===== config.mk =====
export PLATFORM = sky130hd
export DESIGN_NAME = pid_antiwindup_controller_top
export DESIGN_NICKNAME = d
export VERILOG_FILES = /design/src/sv/pidaw_pkg.sv /design/src/sv/pid_antiwindup_controller_top.sv /design/src/sv/pidaw_seq.sv /design/src/sv/pidaw_mac.sv
export SDC_FILE = /design/constraint.sdc
export NUM_CORES = 2
export LEC_CHECK = 0
export BUFFER_PORTS_ARGS = -buffer_cell sky130_fd_sc_hd__buf_2
export CAP_MARGIN = 20
export CORE_ASPECT_RATIO = 1.75
export CORE_MARGIN = 2
export CORE_UTILIZATION = 70
export CTS_CLUSTER_SIZE = 24
export DETAILED_ROUTE_END_ITERATION = 10
export GPL_TIMING_DRIVEN = 0
export PLACE_DENSITY = 0.88
export SYNTH_ARGS = -nofsm -noshare
export SYNTH_HDL_FRONTEND = slang
export SYNTH_SLANG_ARGS = --single-unit

===== constraint.sdc =====
create_clock -name clk_i -period 13.7 [get_ports clk_i]
set_input_delay 2.055 -clock clk_i [delete_from_list [all_inputs] [get_ports clk_i]]
set_output_delay 2.055 -clock clk_i [all_outputs]
set_load 0.005 [all_outputs]

===== src/sv/pidaw_pkg.sv =====
// ----------------------------------------------------------------------------
// pidaw_pkg: shared types and microcode for the anti-windup pid controller
// control word layout, register map, clamp codes and the step program rom
// ----------------------------------------------------------------------------
package pidaw_pkg;

  localparam int unsigned FRAC_BITS_DEF = 16;

  localparam int unsigned STEP_W = 4;
  localparam int unsigned OPA_W  = 35;
  localparam int unsigned HALF_W = 17;
  localparam int unsigned PROD_W = 50;
  localparam int unsigned ACC_W  = 66;
  localparam int unsigned GAIN_W = 31;
  localparam int unsigned DATA_W = 32;
  localparam int unsigned EXC_W  = 34;
  localparam int unsigned ADDR_W = 5;

  localparam logic [STEP_W-1:0] STEP_START = '0;

  localparam logic [2:0] REG_KP    = 3'd0;
  localparam logic [2:0] REG_KI    = 3'd1;
  localparam logic [2:0] REG_KD    = 3'd2;
  localparam logic [2:0] REG_KW    = 3'd3;
  localparam logic [2:0] REG_MAX_U = 3'd4;
  localparam logic [2:0] REG_MIN_U = 3'd5;

  localparam logic [1:0] CLAMP_NONE = 2'd0;
  localparam logic [1:0] CLAMP_MAX  = 2'd1;
  localparam logic [1:0] CLAMP_MIN  = 2'd2;

  typedef enum logic [1:0] {
    A_HOLD,
    A_EXCESS,
    A_EI,
    A_DIFF
  } a_sel_e;

  typedef enum logic [1:0] {
    G_KP,
    G_KI,
    G_KD,
    G_KW
  } g_sel_e;

  typedef enum logic [1:0] {
    ACC_HOLD,
    ACC_LOAD,
    ACC_ADD
  } acc_op_e;

  typedef enum logic [2:0] {
    WR_NONE,
    WR_P,
    WR_INTEG,
    WR_U,
    WR_OUT
  } wr_e;

  typedef enum logic [1:0] {
    JMP_NEXT,
    JMP_WAIT_IN,
    JMP_WAIT_OUT
  } jmp_e;

  typedef struct packed {
    a_sel_e  a_sel;
    g_sel_e  g_sel;
    logic    hi;
    acc_op_e acc_op;
    wr_e     wr;
    jmp_e    jmp;
  } ctrl_t;

  // step program: four multiplies, each as low half, high half, accumulate
  function automatic ctrl_t ucode(input logic [STEP_W-1:0] step);
    ctrl_t c;
    c = '{a_sel: A_HOLD, g_sel: G_KP, hi: 1'b0, acc_op: ACC_HOLD,
          wr: WR_NONE, jmp: JMP_NEXT};
    case (step)
      4'd0: begin
        c.jmp = JMP_WAIT_IN;
      end
      4'd1: begin
        c.g_sel = G_KP;
      end
      4'd2: begin
        c.g_sel  = G_KP;
        c.hi     = 1'b1;
        c.acc_op = ACC_LOAD;
      end
      4'd3: begin
        c.acc_op = ACC_ADD;
        c.a_sel  = A_EXCESS;
      end
      4'd4: begin
        c.wr    = WR_P;
        c.g_sel = G_KW;
      end
      4'd5: begin
        c.g_sel  = G_KW;
        c.hi     = 1'b1;
        c.acc_op = ACC_LOAD;
      end
      4'd6: begin
        c.acc_op = ACC_ADD;
      end
      4'd7: begin
        c.a_sel = A_EI;
      end
      4'd8: begin
        c.g_sel = G_KI;
      end
      4'd9: begin
        c.g_sel  = G_KI;
        c.hi     = 1'b1;
        c.acc_op = ACC_LOAD;
      end
      4'd10: begin
        c.acc_op = ACC_ADD;
        c.a_sel  = A_DIFF;
      end
      4'd11: begin
        c.wr    = WR_INTEG;
        c.g_sel = G_KD;
      end
      4'd12: begin
        c.g_sel  = G_KD;
        c.hi     = 1'b1;
        c.acc_op = ACC_LOAD;
      end
      4'd13: begin
        c.acc_op = ACC_ADD;
      end
      4'd14: begin
        c.wr = WR_U;
      end
      4'd15: begin
        c.wr  = WR_OUT;
        c.jmp = JMP_WAIT_OUT;
      end
      default: begin
        c.jmp = JMP_NEXT;
      end
    endcase
    return c;
  endfunction

endpackage


===== src/sv/pid_antiwindup_controller_top.sv =====
// ----------------------------------------------------------------------------
// pid_antiwindup_controller_top: pid controller with back-calculation anti-windup
// one error sample in, one clamped drive value and clamp flag out
// ----------------------------------------------------------------------------
// schedule: a 16-step microcode program runs four two-pass multiplies on one
//   shared 18x32 multiplier; a new error sample is accepted only after the
//   previous result has been loaded into the output register, which waits
//   while that register still holds a stalled result
// reset: gains and limits return to defaults, integrator, last error and
//   clamp excess clear, sequencer returns to its idle step
module pid_antiwindup_controller_top import pidaw_pkg::*; #(
  parameter int unsigned FRAC_BITS = FRAC_BITS_DEF
) (
  input  logic                     clk_i,
  input  logic                     rst_ni,
  input  logic                     psel,
  input  logic                     penable,
  input  logic                     pwrite,
  input  logic        [ADDR_W-1:0] paddr,
  input  logic        [DATA_W-1:0] pwdata,
  output logic        [DATA_W-1:0] prdata,
  output logic                     pready,
  input  logic                     in_valid_i,
  output logic                     in_stall_o,
  input  logic signed [DATA_W-1:0] error_sample_i,
  output logic                     out_valid_o,
  input  logic                     out_stall_i,
  output logic signed [DATA_W-1:0] drive_o,
  output logic        [1:0]        clamp_state_o
);

  localparam logic [GAIN_W-1:0] GAIN_ONE = GAIN_W'(1) << FRAC_BITS;
  localparam logic [DATA_W-1:0] LIM_ONE  = DATA_W'(1) << FRAC_BITS;

  logic [GAIN_W-1:0] kp_q, ki_q, kd_q, kw_q;
  logic signed [DATA_W-1:0] max_u_q, min_u_q;

  logic signed [DATA_W-1:0] err_q, last_err_q, integ_q, p_q;
  logic signed [EXC_W-1:0]  excess_q, excess_d;
  logic signed [EXC_W-1:0]  u_q, u_d;
  logic signed [OPA_W-1:0]  opa_q, opa_d;

  logic                     out_valid_q;
  logic signed [DATA_W-1:0] drive_q, drive_d;
  logic [1:0]               clamp_state_q, clamp_state_d;

  ctrl_t                    ctrl;
  logic                     out_free, out_load, in_xfer, cfg_wr;
  logic [GAIN_W-1:0]        gain;
  logic signed [DATA_W-1:0] res, ei, integ_d;
  logic signed [DATA_W:0]   ei_w, integ_w;
  logic signed [EXC_W:0]    exc_w;
  logic signed [EXC_W-1:0]  max_x, min_x;

  // configuration port
  assign pready = 1'b1;
  assign cfg_wr = psel && penable && pwrite;

  always_ff @(posedge clk_i or negedge rst_ni) begin
    if (!rst_ni) begin
      kp_q    <= GAIN_ONE;
      ki_q    <= '0;
      kd_q    <= '0;
      kw_q    <= GAIN_ONE;
      max_u_q <= LIM_ONE;
      min_u_q <= DATA_W'(0) - LIM_ONE;
    end else if (cfg_wr) begin
      case (paddr[ADDR_W-1:2])
        REG_KP:    kp_q    <= pwdata[GAIN_W-1:0];
        REG_KI:    ki_q    <= pwdata[GAIN_W-1:0];
        REG_KD:    kd_q    <= pwdata[GAIN_W-1:0];
        REG_KW:    kw_q    <= pwdata[GAIN_W-1:0];
        REG_MAX_U: max_u_q <= pwdata;
        REG_MIN_U: min_u_q <= pwdata;
        default:   ;
      endcase
    end
  end

  always_comb begin
    case (paddr[ADDR_W-1:2])
      REG_KP:    prdata = {1'b0, kp_q};
      REG_KI:    prdata = {1'b0, ki_q};
      REG_KD:    prdata = {1'b0, kd_q};
      REG_KW:    prdata = {1'b0, kw_q};
      REG_MAX_U: prdata = max_u_q;
      REG_MIN_U: prdata = min_u_q;
      default:   prdata = '0;
    endcase
  end

  // sequencer and shared multiplier
  assign out_free = !out_valid_q || !out_stall_i;
  assign out_load = (ctrl.wr == WR_OUT) && out_free;
  assign in_stall_o = ctrl.jmp != JMP_WAIT_IN;
  assign in_xfer    = in_valid_i && !in_stall_o;

  pidaw_seq u_seq (
    .clk_i      (clk_i),
    .rst_ni     (rst_ni),
    .in_valid_i (in_valid_i),
    .out_free_i (out_free),
    .ctrl_o     (ctrl)
  );

  always_comb begin
    case (ctrl.g_sel)
      G_KP:    gain = kp_q;
      G_KI:    gain = ki_q;
      G_KD:    gain = kd_q;
      G_KW:    gain = kw_q;
      default: gain = kp_q;
    endcase
  end

  pidaw_mac #(
    .FRAC_BITS (FRAC_BITS)
  ) u_mac (
    .clk_i  (clk_i),
    .rst_ni (rst_ni),
    .ctrl_i (ctrl),
    .opa_i  (opa_q),
    .gain_i (gain),
    .res_o  (res)
  );

  // integrator input: error minus anti-windup term
  assign ei_w = {err_q[DATA_W-1], err_q} - {res[DATA_W-1], res};
  assign ei   = (ei_w[DATA_W] != ei_w[DATA_W-1]) ?
                {ei_w[DATA_W], {(DATA_W-1){!ei_w[DATA_W]}}} : ei_w[DATA_W-1:0];

  assign integ_w = {integ_q[DATA_W-1], integ_q} + {res[DATA_W-1], res};
  assign integ_d = (integ_w[DATA_W] != integ_w[DATA_W-1]) ?
                   {integ_w[DATA_W], {(DATA_W-1){!integ_w[DATA_W]}}} :
                   integ_w[DATA_W-1:0];

  assign u_d = {{2{p_q[DATA_W-1]}}, p_q} + {{2{integ_q[DATA_W-1]}}, integ_q}
             + {{2{res[DATA_W-1]}}, res};

  always_comb begin
    opa_d = opa_q;
    if (in_xfer) begin
      opa_d = {{(OPA_W-DATA_W){error_sample_i[DATA_W-1]}}, error_sample_i};
    end else begin
      case (ctrl.a_sel)
        A_EXCESS: opa_d = {excess_q[EXC_W-1], excess_q};
        A_EI:     opa_d = {{(OPA_W-DATA_W){ei[DATA_W-1]}}, ei};
        A_DIFF:   opa_d = {{(OPA_W-DATA_W){err_q[DATA_W-1]}}, err_q}
                        - {{(OPA_W-DATA_W){last_err_q[DATA_W-1]}}, last_err_q};
        default:  opa_d = opa_q;
      endcase
    end
  end

  // output clamp, max limit tested first
  assign max_x = {{2{max_u_q[DATA_W-1]}}, max_u_q};
  assign min_x = {{2{min_u_q[DATA_W-1]}}, min_u_q};

  always_comb begin
    if (u_q > max_x) begin
      drive_d       = max_u_q;
      clamp_state_d = CLAMP_MAX;
    end else if (u_q < min_x) begin
      drive_d       = min_u_q;
      clamp_state_d = CLAMP_MIN;
    end else begin
      drive_d       = u_q[DATA_W-1:0];
      clamp_state_d = CLAMP_NONE;
    end
  end

  assign exc_w    = {u_q[EXC_W-1], u_q} - {{(EXC_W+1-DATA_W){drive_d[DATA_W-1]}}, drive_d};
  assign excess_d = (exc_w[EXC_W] != exc_w[EXC_W-1]) ?
                    {exc_w[EXC_W], {(EXC_W-1){!exc_w[EXC_W]}}} : exc_w[EXC_W-1:0];

  always_ff @(posedge clk_i or negedge rst_ni) begin
    if (!rst_ni) begin
      integ_q     <= '0;
      last_err_q  <= '0;
      excess_q    <= '0;
      out_valid_q <= 1'b0;
    end else begin
      if (ctrl.wr == WR_INTEG) begin
        integ_q <= integ_d;
      end
      if (out_load) begin
        last_err_q  <= err_q;
        excess_q    <= excess_d;
        out_valid_q <= 1'b1;
      end else if (!out_stall_i) begin
        out_valid_q <= 1'b0;
      end
    end
  end

  always_ff @(posedge clk_i) begin
    opa_q <= opa_d;
    if (in_xfer) begin
      err_q <= error_sample_i;
    end
    if (ctrl.wr == WR_P) begin
      p_q <= res;
    end
    if (ctrl.wr == WR_U) begin
      u_q <= u_d;
    end
    if (out_load) begin
      drive_q       <= drive_d;
      clamp_state_q <= clamp_state_d;
    end
  end

  assign out_valid_o   = out_valid_q;
  assign drive_o       = drive_q;
  assign clamp_state_o = clamp_state_q;

  a_xfer_leaves_idle: assert property (@(posedge clk_i) disable iff (!rst_ni)
    in_xfer |=> in_stall_o)
    else $error("sequencer stayed idle after input transfer");

  a_flag_matches_excess: assert property (@(posedge clk_i) disable iff (!rst_ni)
    out_load |=> ((clamp_state_q == CLAMP_NONE) == (excess_q == '0)))
    else $error("clamp flag disagrees with stored excess");

  a_flag_code: assert property (@(posedge clk_i) disable iff (!rst_ni)
    out_load |=> (clamp_state_q == CLAMP_NONE || clamp_state_q == CLAMP_MAX ||
                  clamp_state_q == CLAMP_MIN))
    else $error("invalid clamp flag code");

endmodule


===== src/sv/pidaw_seq.sv =====
// ----------------------------------------------------------------------------
// pidaw_seq: microcode sequencer
// step counter over the program rom with wait-for-input and wait-for-output
// ----------------------------------------------------------------------------
module pidaw_seq import pidaw_pkg::*; (
  input  logic  clk_i,
  input  logic  rst_ni,
  input  logic  in_valid_i,
  input  logic  out_free_i,
  output ctrl_t ctrl_o
);

  logic [STEP_W-1:0] pc_q, pc_d;
  ctrl_t             ctrl;

  assign ctrl   = ucode(pc_q);
  assign ctrl_o = ctrl;

  always_comb begin
    pc_d = pc_q;
    case (ctrl.jmp)
      JMP_NEXT: begin
        pc_d = pc_q + 1'b1;
      end
      JMP_WAIT_IN: begin
        if (in_valid_i) begin
          pc_d = pc_q + 1'b1;
        end
      end
      JMP_WAIT_OUT: begin
        if (out_free_i) begin
          pc_d = STEP_START;
        end
      end
      default: begin
        pc_d = STEP_START;
      end
    endcase
  end

  always_ff @(posedge clk_i or negedge rst_ni) begin
    if (!rst_ni) begin
      pc_q <= STEP_START;
    end else begin
      pc_q <= pc_d;
    end
  end

endmodule


===== src/sv/pidaw_mac.sv =====
// ----------------------------------------------------------------------------
// pidaw_mac: shared multiply-accumulate unit
// operand times gain in two halves, exact sum, floor shift, 32-bit saturation
// ----------------------------------------------------------------------------
module pidaw_mac import pidaw_pkg::*; #(
  parameter int unsigned FRAC_BITS = FRAC_BITS_DEF
) (
  input  logic                     clk_i,
  input  logic                     rst_ni,
  input  ctrl_t                    ctrl_i,
  input  logic signed [OPA_W-1:0]  opa_i,
  input  logic        [GAIN_W-1:0] gain_i,
  output logic signed [DATA_W-1:0] res_o
);

  logic signed [HALF_W:0]   half;
  logic signed [PROD_W-1:0] prod_q, prod_d;
  logic signed [ACC_W-1:0]  acc_q, acc_d;
  logic signed [ACC_W-1:0]  sh;
  logic                     ovf;

  assign half   = ctrl_i.hi ? opa_i[OPA_W-1:HALF_W] : {1'b0, opa_i[HALF_W-1:0]};
  assign prod_d = half * $signed({1'b0, gain_i});

  always_comb begin
    acc_d = acc_q;
    case (ctrl_i.acc_op)
      ACC_LOAD: acc_d = {{(ACC_W-PROD_W){prod_q[PROD_W-1]}}, prod_q};
      ACC_ADD:  acc_d = acc_q + $signed({prod_q[ACC_W-HALF_W-1:0], {HALF_W{1'b0}}});
      default:  acc_d = acc_q;
    endcase
  end

  // upper bits of the shifted sum must all equal the sign to fit 32 bits
  assign sh  = acc_q >>> FRAC_BITS;
  assign ovf = !((&sh[ACC_W-1:DATA_W-1]) || !(|sh[ACC_W-1:DATA_W-1]));

  always_comb begin
    if (ovf) begin
      res_o = sh[ACC_W-1] ? {1'b1, {(DATA_W-1){1'b0}}} : {1'b0, {(DATA_W-1){1'b1}}};
    end else begin
      res_o = sh[DATA_W-1:0];
    end
  end

  always_ff @(posedge clk_i or negedge rst_ni) begin
    if (!rst_ni) begin
      acc_q <= '0;
    end else begin
      acc_q <= acc_d;
    end
  end

  always_ff @(posedge clk_i) begin
    prod_q <= prod_d;
  end

endmodule

=== Word-level counts from Yosys, hierarchy flattened ===
Cells that the tools add are included.
W data, S select, Z words.

* Add/subtract/negate cells: 8
* $mul: 1
* Divide/modulo/power cells: 0
* Order comparisons: 2
* Equality and inequality tests: 40
* Shift operators: 0
* Mux-type cells: 25
* Bitwise gates (word level): 0
* Reduce and logical (&&, ||, !) cells: 33

{| class="wikitable"
|+ Operators by type and width
! operator !! count
|-
| $mux W32 || 6
|-
| $pmux W32 S6 || 1
|-
| $pmux W66 S2 || 1
|-
| $pmux W31 S4 || 1
|-
| $pmux W35 S3 || 1
|-
| $add A32 B32 Y33 || 2
|-
| $add A66 B66 Y66 || 1
|-
| $sub A32 B32 Y33 || 2
|-
| $mul A18 B32 Y50 || 1
|-
| $mux W35 || 1
|-
| $sub A34 B32 Y35 || 1
|-
| $add A33 B32 Y34 || 1
|-
| $gt A34 B32 Y1 || 1
|-
| $lt A34 B32 Y1 || 1
|-
| $mux W34 || 1
|-
| $eq A4 B4 Y1 const B || 8
|-
| $reduce_and A19 Y1 || 1
|-
| $reduce_or A19 Y1 || 1
|-
| $mux W18 || 1
|-
| $eq A4 B3 Y1 const B || 4
|-
| $reduce_and A2 Y1 || 7
|-
| $eq A2 B2 Y1 const B || 6
|-
| $eq A3 B2 Y1 const B || 4
|-
| $pmux W2 S3 || 2
|-
| 24 further kinds || 53
|}

* Bits in registers: 574
* Bits in latches: 0
* Bits in writable memories: 0
* Bits in read-only memories: 0
* Input bits: 76
* Output and inout bits: 69
* Logic and storage cells: 128
* Memories: 0

=== Depth between registers and ports, before layout ===
* Depth after elaboration: 9
* Gate-level depth with buffers: 34
* Depth with buffers taken out: 32

=== Hierarchy ===
Synthesis repeated with hierarchy kept, for this count alone.

* Cell total of the unflattened synthesis: 5,756
* Area total of the unflattened synthesis: 54,173.2 um^2

{| class="wikitable"
|+ Modules (own cells, without submodules)
! module !! times used !! cells each !! area an instance (um^2) !! sequential area each (um^2)
|-
| pid_antiwindup_controller_top || 1 || 2,878 || 29,173.0 || 12,190.4
|-
| pidaw_mac || 1 || 2,819 || 24,543.5 || 2,252.2
|-
| pidaw_seq || 1 || 59 || 456.7 || 100.1
|}

=== Worst setup path after synthesis ===
No wires, ideal clock.

* Kind: reg2reg
* Start: reg u_seq.pc_q[2]
* End: reg u_mac.prod_q[47]
* Setup time: 0.127 ns
* Arrival: 8.072 ns
* Required time: 13.573 ns
* Slack: 5.501 ns
* Stages on the path, launching flop included: 31
* Path buffers: 5
* Clock period less this slack: 8.199 ns
* Cells stage by stage: dfrtp_1 clkbuf_1 nor2b_1 o22a_1 buf_1 buf_2 buf_2 mux2i_1 clkbuf_1 nand2_1 fa_1 fa_1 fa_1 inv_1 fa_1 fa_1 inv_1 fa_1 inv_1 ha_1 a21o_1 a21o_1 a21oi_1 nor2b_1 o21a_1 or3_1 a41oi_1 a21oi_1 a2111oi_0 nor3_1 xor2_1

* Longest elaborated chain between the ends: 6
* Elaborated cells between the ends (all ways): 20
* Those cells by class: 1 x mul; 10 x eq/ne; 4 x mux; 5 x reduce/logical

{| class="wikitable"
|+ Ends and longest elaborated chain
! element !! line !! RTL
|-
| from (decl) || pidaw_seq.sv:13 || <nowiki>logic [STEP_W-1:0] pc_q, pc_d;</nowiki>
|-
| from (signal assigned) || pidaw_seq.sv:45 || <nowiki>pc_q <= pc_d;</nowiki>
|-
| $eq A4 B4 Y1 or $eq A4 B3 Y1 (tied branches) || pidaw_pkg.sv:80 || <nowiki>case (step)</nowiki>
|-
| $reduce_or A2 Y1 (no line) || n/a ||
|-
| $pmux W2 S3 || pidaw_pkg.sv:80 ||
|-
| $eq A2 B2 Y1 (tied with other cells) || pid_antiwindup_controller_top.sv:107 || <nowiki>case (ctrl.g_sel)</nowiki>
|-
| $pmux W31 S4 || pid_antiwindup_controller_top.sv:107 ||
|-
| $mul A18 B32 Y50 (*) || pidaw_mac.sv:23 || <nowiki>assign prod_d = half * $signed({1'b0, gain_i});</nowiki>
|-
| named net u_mac.prod_d[47] || pidaw_mac.sv:17 || <nowiki>logic signed [PROD_W-1:0] prod_q, prod_d;</nowiki>
|-
| to (signal assigned) || pidaw_mac.sv:55 || <nowiki>prod_q <= prod_d;</nowiki>
|-
| to (decl) || pidaw_mac.sv:17 ||
|}

The timed path passes the listed nets; every way through them passes the cells marked *.
A chain may end at the register's enable or synchronous reset.

=== Worst setup path after layout ===
* Start: reg u_seq.pc_q[0]
* End: reg u_mac.prod_q[42]

The elaborated chain is that of the path after synthesis.

==> impl_results.md <==
- Die width: 215 um
- Clock transition at path regs: 0.08 ns
- Hpwl dp: 151 mm
- Max Root-Sink Buffers: 3
- Delay-heaviest family, CP: adder cells
- Initial DRC count: 5046
- CTS H-tree depth: 2
- IO Port Bufs: 141
- Worst Tran Pin Value: 1.32 ns
- Core ar.: 77200 um2
- FFs w/ async S/R, synth: 61.2%
- Unique masters post-synth: 85
- Syn Inst Count: 5920
- IO Pins: 145
- Syn_nets: 6940
- Avg Vias per Cell: 6.56
- CTS sink count: 557
- TNS Setup: 0 ns
- Worst path depth: 29
- Required time of the critical path: 14.27 ns
- Slew HR: 9.44%
- Worst Reg-to-Reg Cells: 29
- First-pass DRT Iterations: 9
- Die height: 373 um
- Share of cells above drive strength 1: 8.48%
- Syn Area/Cell: 9.19 um2
- DIE AREA: 80000 um2
- Largest net degree at the start of global routing: 120
- Storage cell area: 14500 um2
- Clk_skew: 0.0462 ns
- GR Layer Usage met2: 75.8%
- Design area: 58800 um2
- CTS tree: yes
- Grt met1 use: 52.6%
- Critical Path Sink Type: flop
- Post-CTS Resized: 0
- # hold bufs at CTS: 0
- DR WL/cell: 26.4 um
- Row count: 135
- Synth Register Bits: 557
- Max Cap Viol: 0
- Final #Nets: 7186
- Hold crit path type: flop to flop
- Post-DP Area: 56800 um2
- Final setup fails: 0
- Max stage delay on crit path: 1.05 ns
- Final hold violations: 0
- Grt total ovfl: 0
- CP startpoint kind: flop
- Post-layout min period: 11.46 ns
- Final WL: 191 mm
- Unrepaired setup endpoints after global routing: no
- Worst path slowest cell: a21oi_1
- Crit path buffers/inverters: 5
- Primary FF master, synth: dfrtp_1
- Status: finished clean
- Initial Utilization: 70.5%
- ANT nets after route: 0
- Vias in the first global route: 48832
- Fmax achieved: 0.0873 GHz
- Post-route DRC: 0
- # Post-CTS Setup Buffers: 0
- Global-route wire length before repair: 288 mm
- Worst hold path stage count: 2
- Crit share post-route: 83.6%
- CTS Root Cell: clkbuf_16
- Most repeated library cell on the critical path: fa_1
- Initial antenna violation count: 5
- Crit path DAT: 12.03 ns
- M3 GR Usage: 12.2%
- Slew Limit Fails: 0
- # fillers: 5574
- Synth Warn #: 0
- DR vias: 47518
- Worst-skew pair later-pin latency: 0.68 ns
- Routability Congestion: 1.17
- Post-synth EDFFs: 166
- Worst Setup Path Type: flop to flop
- Synthesized cell area: 54400 um2
- Synthesis-to-finish area growth: 8.11%
- Footprint of the multi-input gates: 36000 um2
- Seq/Total Area, Yosys: 26.7%
- GRT busiest layer: met2
- Num CTS Buffers: 54
- Total GRT Usage: 48.2%
- Max FO, Critical Path: 10
-- state kept, by name (all words and copies together) (netlist names) --
register,count
clamp_state_o,2
drive_o,32
err_q,32
excess_q,34
integ_q,32
kd_q,31
ki_q,31
kp_q,31
kw_q,31
last_err_q,32
max_u_q,32
min_u_q,32
opa_q,34
out_valid_o,1
p_q,32
u_mac.acc_q,50
u_mac.prod_q,50
u_q,34
u_seq.pc_q,4
-- Yosys cell counts, types with 10 or more instances --
| library cell | n | share of area (%) |
|---|---|---|
| nand2b_1 | 54 | 0.62 |
| dfxtp_1 | 50 | 1.8 |
| a211oi_1 | 38 | 0.52 |
| clkbuf_1 | 220 | 1.5 |
| nand3_1 | 92 | 0.85 |
| o21ai_0 | 360 | 3.3 |
| nor2b_1 | 60 | 0.69 |
| xor2_1 | 79 | 1.3 |
| dfrtp_1 | 322 | 15 |
| o211ai_1 | 24 | 0.33 |
| nand4_1 | 46 | 0.53 |
| ha_1 | 442 | 10 |
| o21ai_1 | 29 | 0.27 |
| a221oi_1 | 10 | 0.16 |
| o21bai_1 | 30 | 0.41 |
| a31oi_1 | 56 | 0.64 |
| mux2i_1 | 147 | 2.7 |
| dfstp_2 | 19 | 0.92 |
| xnor2_1 | 146 | 2.4 |
| and3_1 | 24 | 0.28 |
| o21a_1 | 35 | 0.48 |
| inv_1 | 771 | 5.3 |
| buf_1 | 18 | 0.12 |
| o31ai_1 | 16 | 0.22 |
| mux2_2 | 172 | 3.6 |
| nor3_1 | 42 | 0.39 |
| a21oi_1 | 346 | 3.2 |
| a22oi_1 | 115 | 1.6 |
| edfxtp_1 | 166 | 9.2 |
| nand2_1 | 639 | 4.4 |
| and2_1 | 47 | 0.54 |
| a21o_1 | 184 | 2.5 |
| nor2_1 | 451 | 3.1 |
| fa_1 | 502 | 18 |
-- worst reg2reg max path, delay by kind of cell, from the launching register on --
| family | cells | cell delay, ns |
|---|---|---|
| AOI/OAI and AO/OA | 9 | 3.46 |
| DFF | 1 | 0.46 |
| adders and majority gates | 8 | 3.71 |
| buffers and inverters | 5 | 2.04 |
| xor gates and xnor gates | 1 | 0.16 |
| and+or+nand+nor | 6 | 1.56 |
-- cells in the final DEF (no fill, tap or decap), types with 152 or more instances in the layout --
cell type and n:
inv_1 771, nand2_1 639, fa_1 502, nor2_1 451, ha_1 442, o21ai_0 354, a21oi_1 346, dfrtp_1 322
clkbuf_1 223, a21o_1 184, mux2_2 172, edfxtp_1 166, buf_2 152
-- worst paths after layout --
| path | slack [ns] | to | startpoint |
|---|---|---|---|
| worst max-delay path | 2.24 | u_mac.prod_q[42] | u_seq.pc_q[0] |
| worst min-delay path | 0.51 | last_err_q[0] | last_err_q[0] |
| worst max register to register | 2.24 | u_mac.prod_q[42] | u_seq.pc_q[0] |
| worst min register to register | 0.51 | last_err_q[0] | last_err_q[0] |
| max in group asynchronous | 10.69 | ki_q[19] | rst_ni |
| min in group asynchronous | 1.37 | integ_q[15] | rst_ni |
-- cells by family (layout without fill, tap and decap cells) --
group | Yosys count | after routing | synth area share [%]
AO/OA/AOI/OAI | 1338 | 1338 | 15.3
XOR/XNOR | 226 | 226 | 3.67
multiplexers | 322 | 322 | 6.33
buffers and inverters | 1021 | 1313 | 7.09
adder cells (fa/ha/maj) | 949 | 949 | 28.7
flip-flops | 557 | 557 | 26.7
AND/OR/NAND/NOR | 1506 | 1506 | 12.1
other | 1 | 2 | 0.00690
-- cell type report --
class	instances	area share (%)
diodes	1	0.00426
plain buffers	250	1.64
clock buffers	64	2.48
clock inverters	38	0.787
inverters	771	4.92
multi-input cells	4342	61.2
flip-flops and latches	557	24.7
well taps	1027	2.19
repair buffers	190	2.00
-- stage by stage --
stage | hold slack (ns) | std cells | worst slack (ns) | util [%]
finish | 0.508 | 7240 | 2.24 | 76.2
CTS | 0.504 | 7232 | 2.67 | 76.1
global route | 0.540 | 7240 | 2.02 | 76.2
floorplan | 0.447 | 5920 | 5.50 | -
detailed placement | 0.491 | 7130 | 2.80 | 73.6
global placement | 0.470 | 7088 | 2.67 | 73.0
-- layer usage --
metal  wire, um  vias up
li1           -    20436
met1      60800    22914
met2      86500     3075
met3      20800     1087
met4      23300        6
met5         49        -
Power is left out: the tool's default activity adds up to more than one toggle a clock period on the data nets, which glitch-free logic cannot reach.
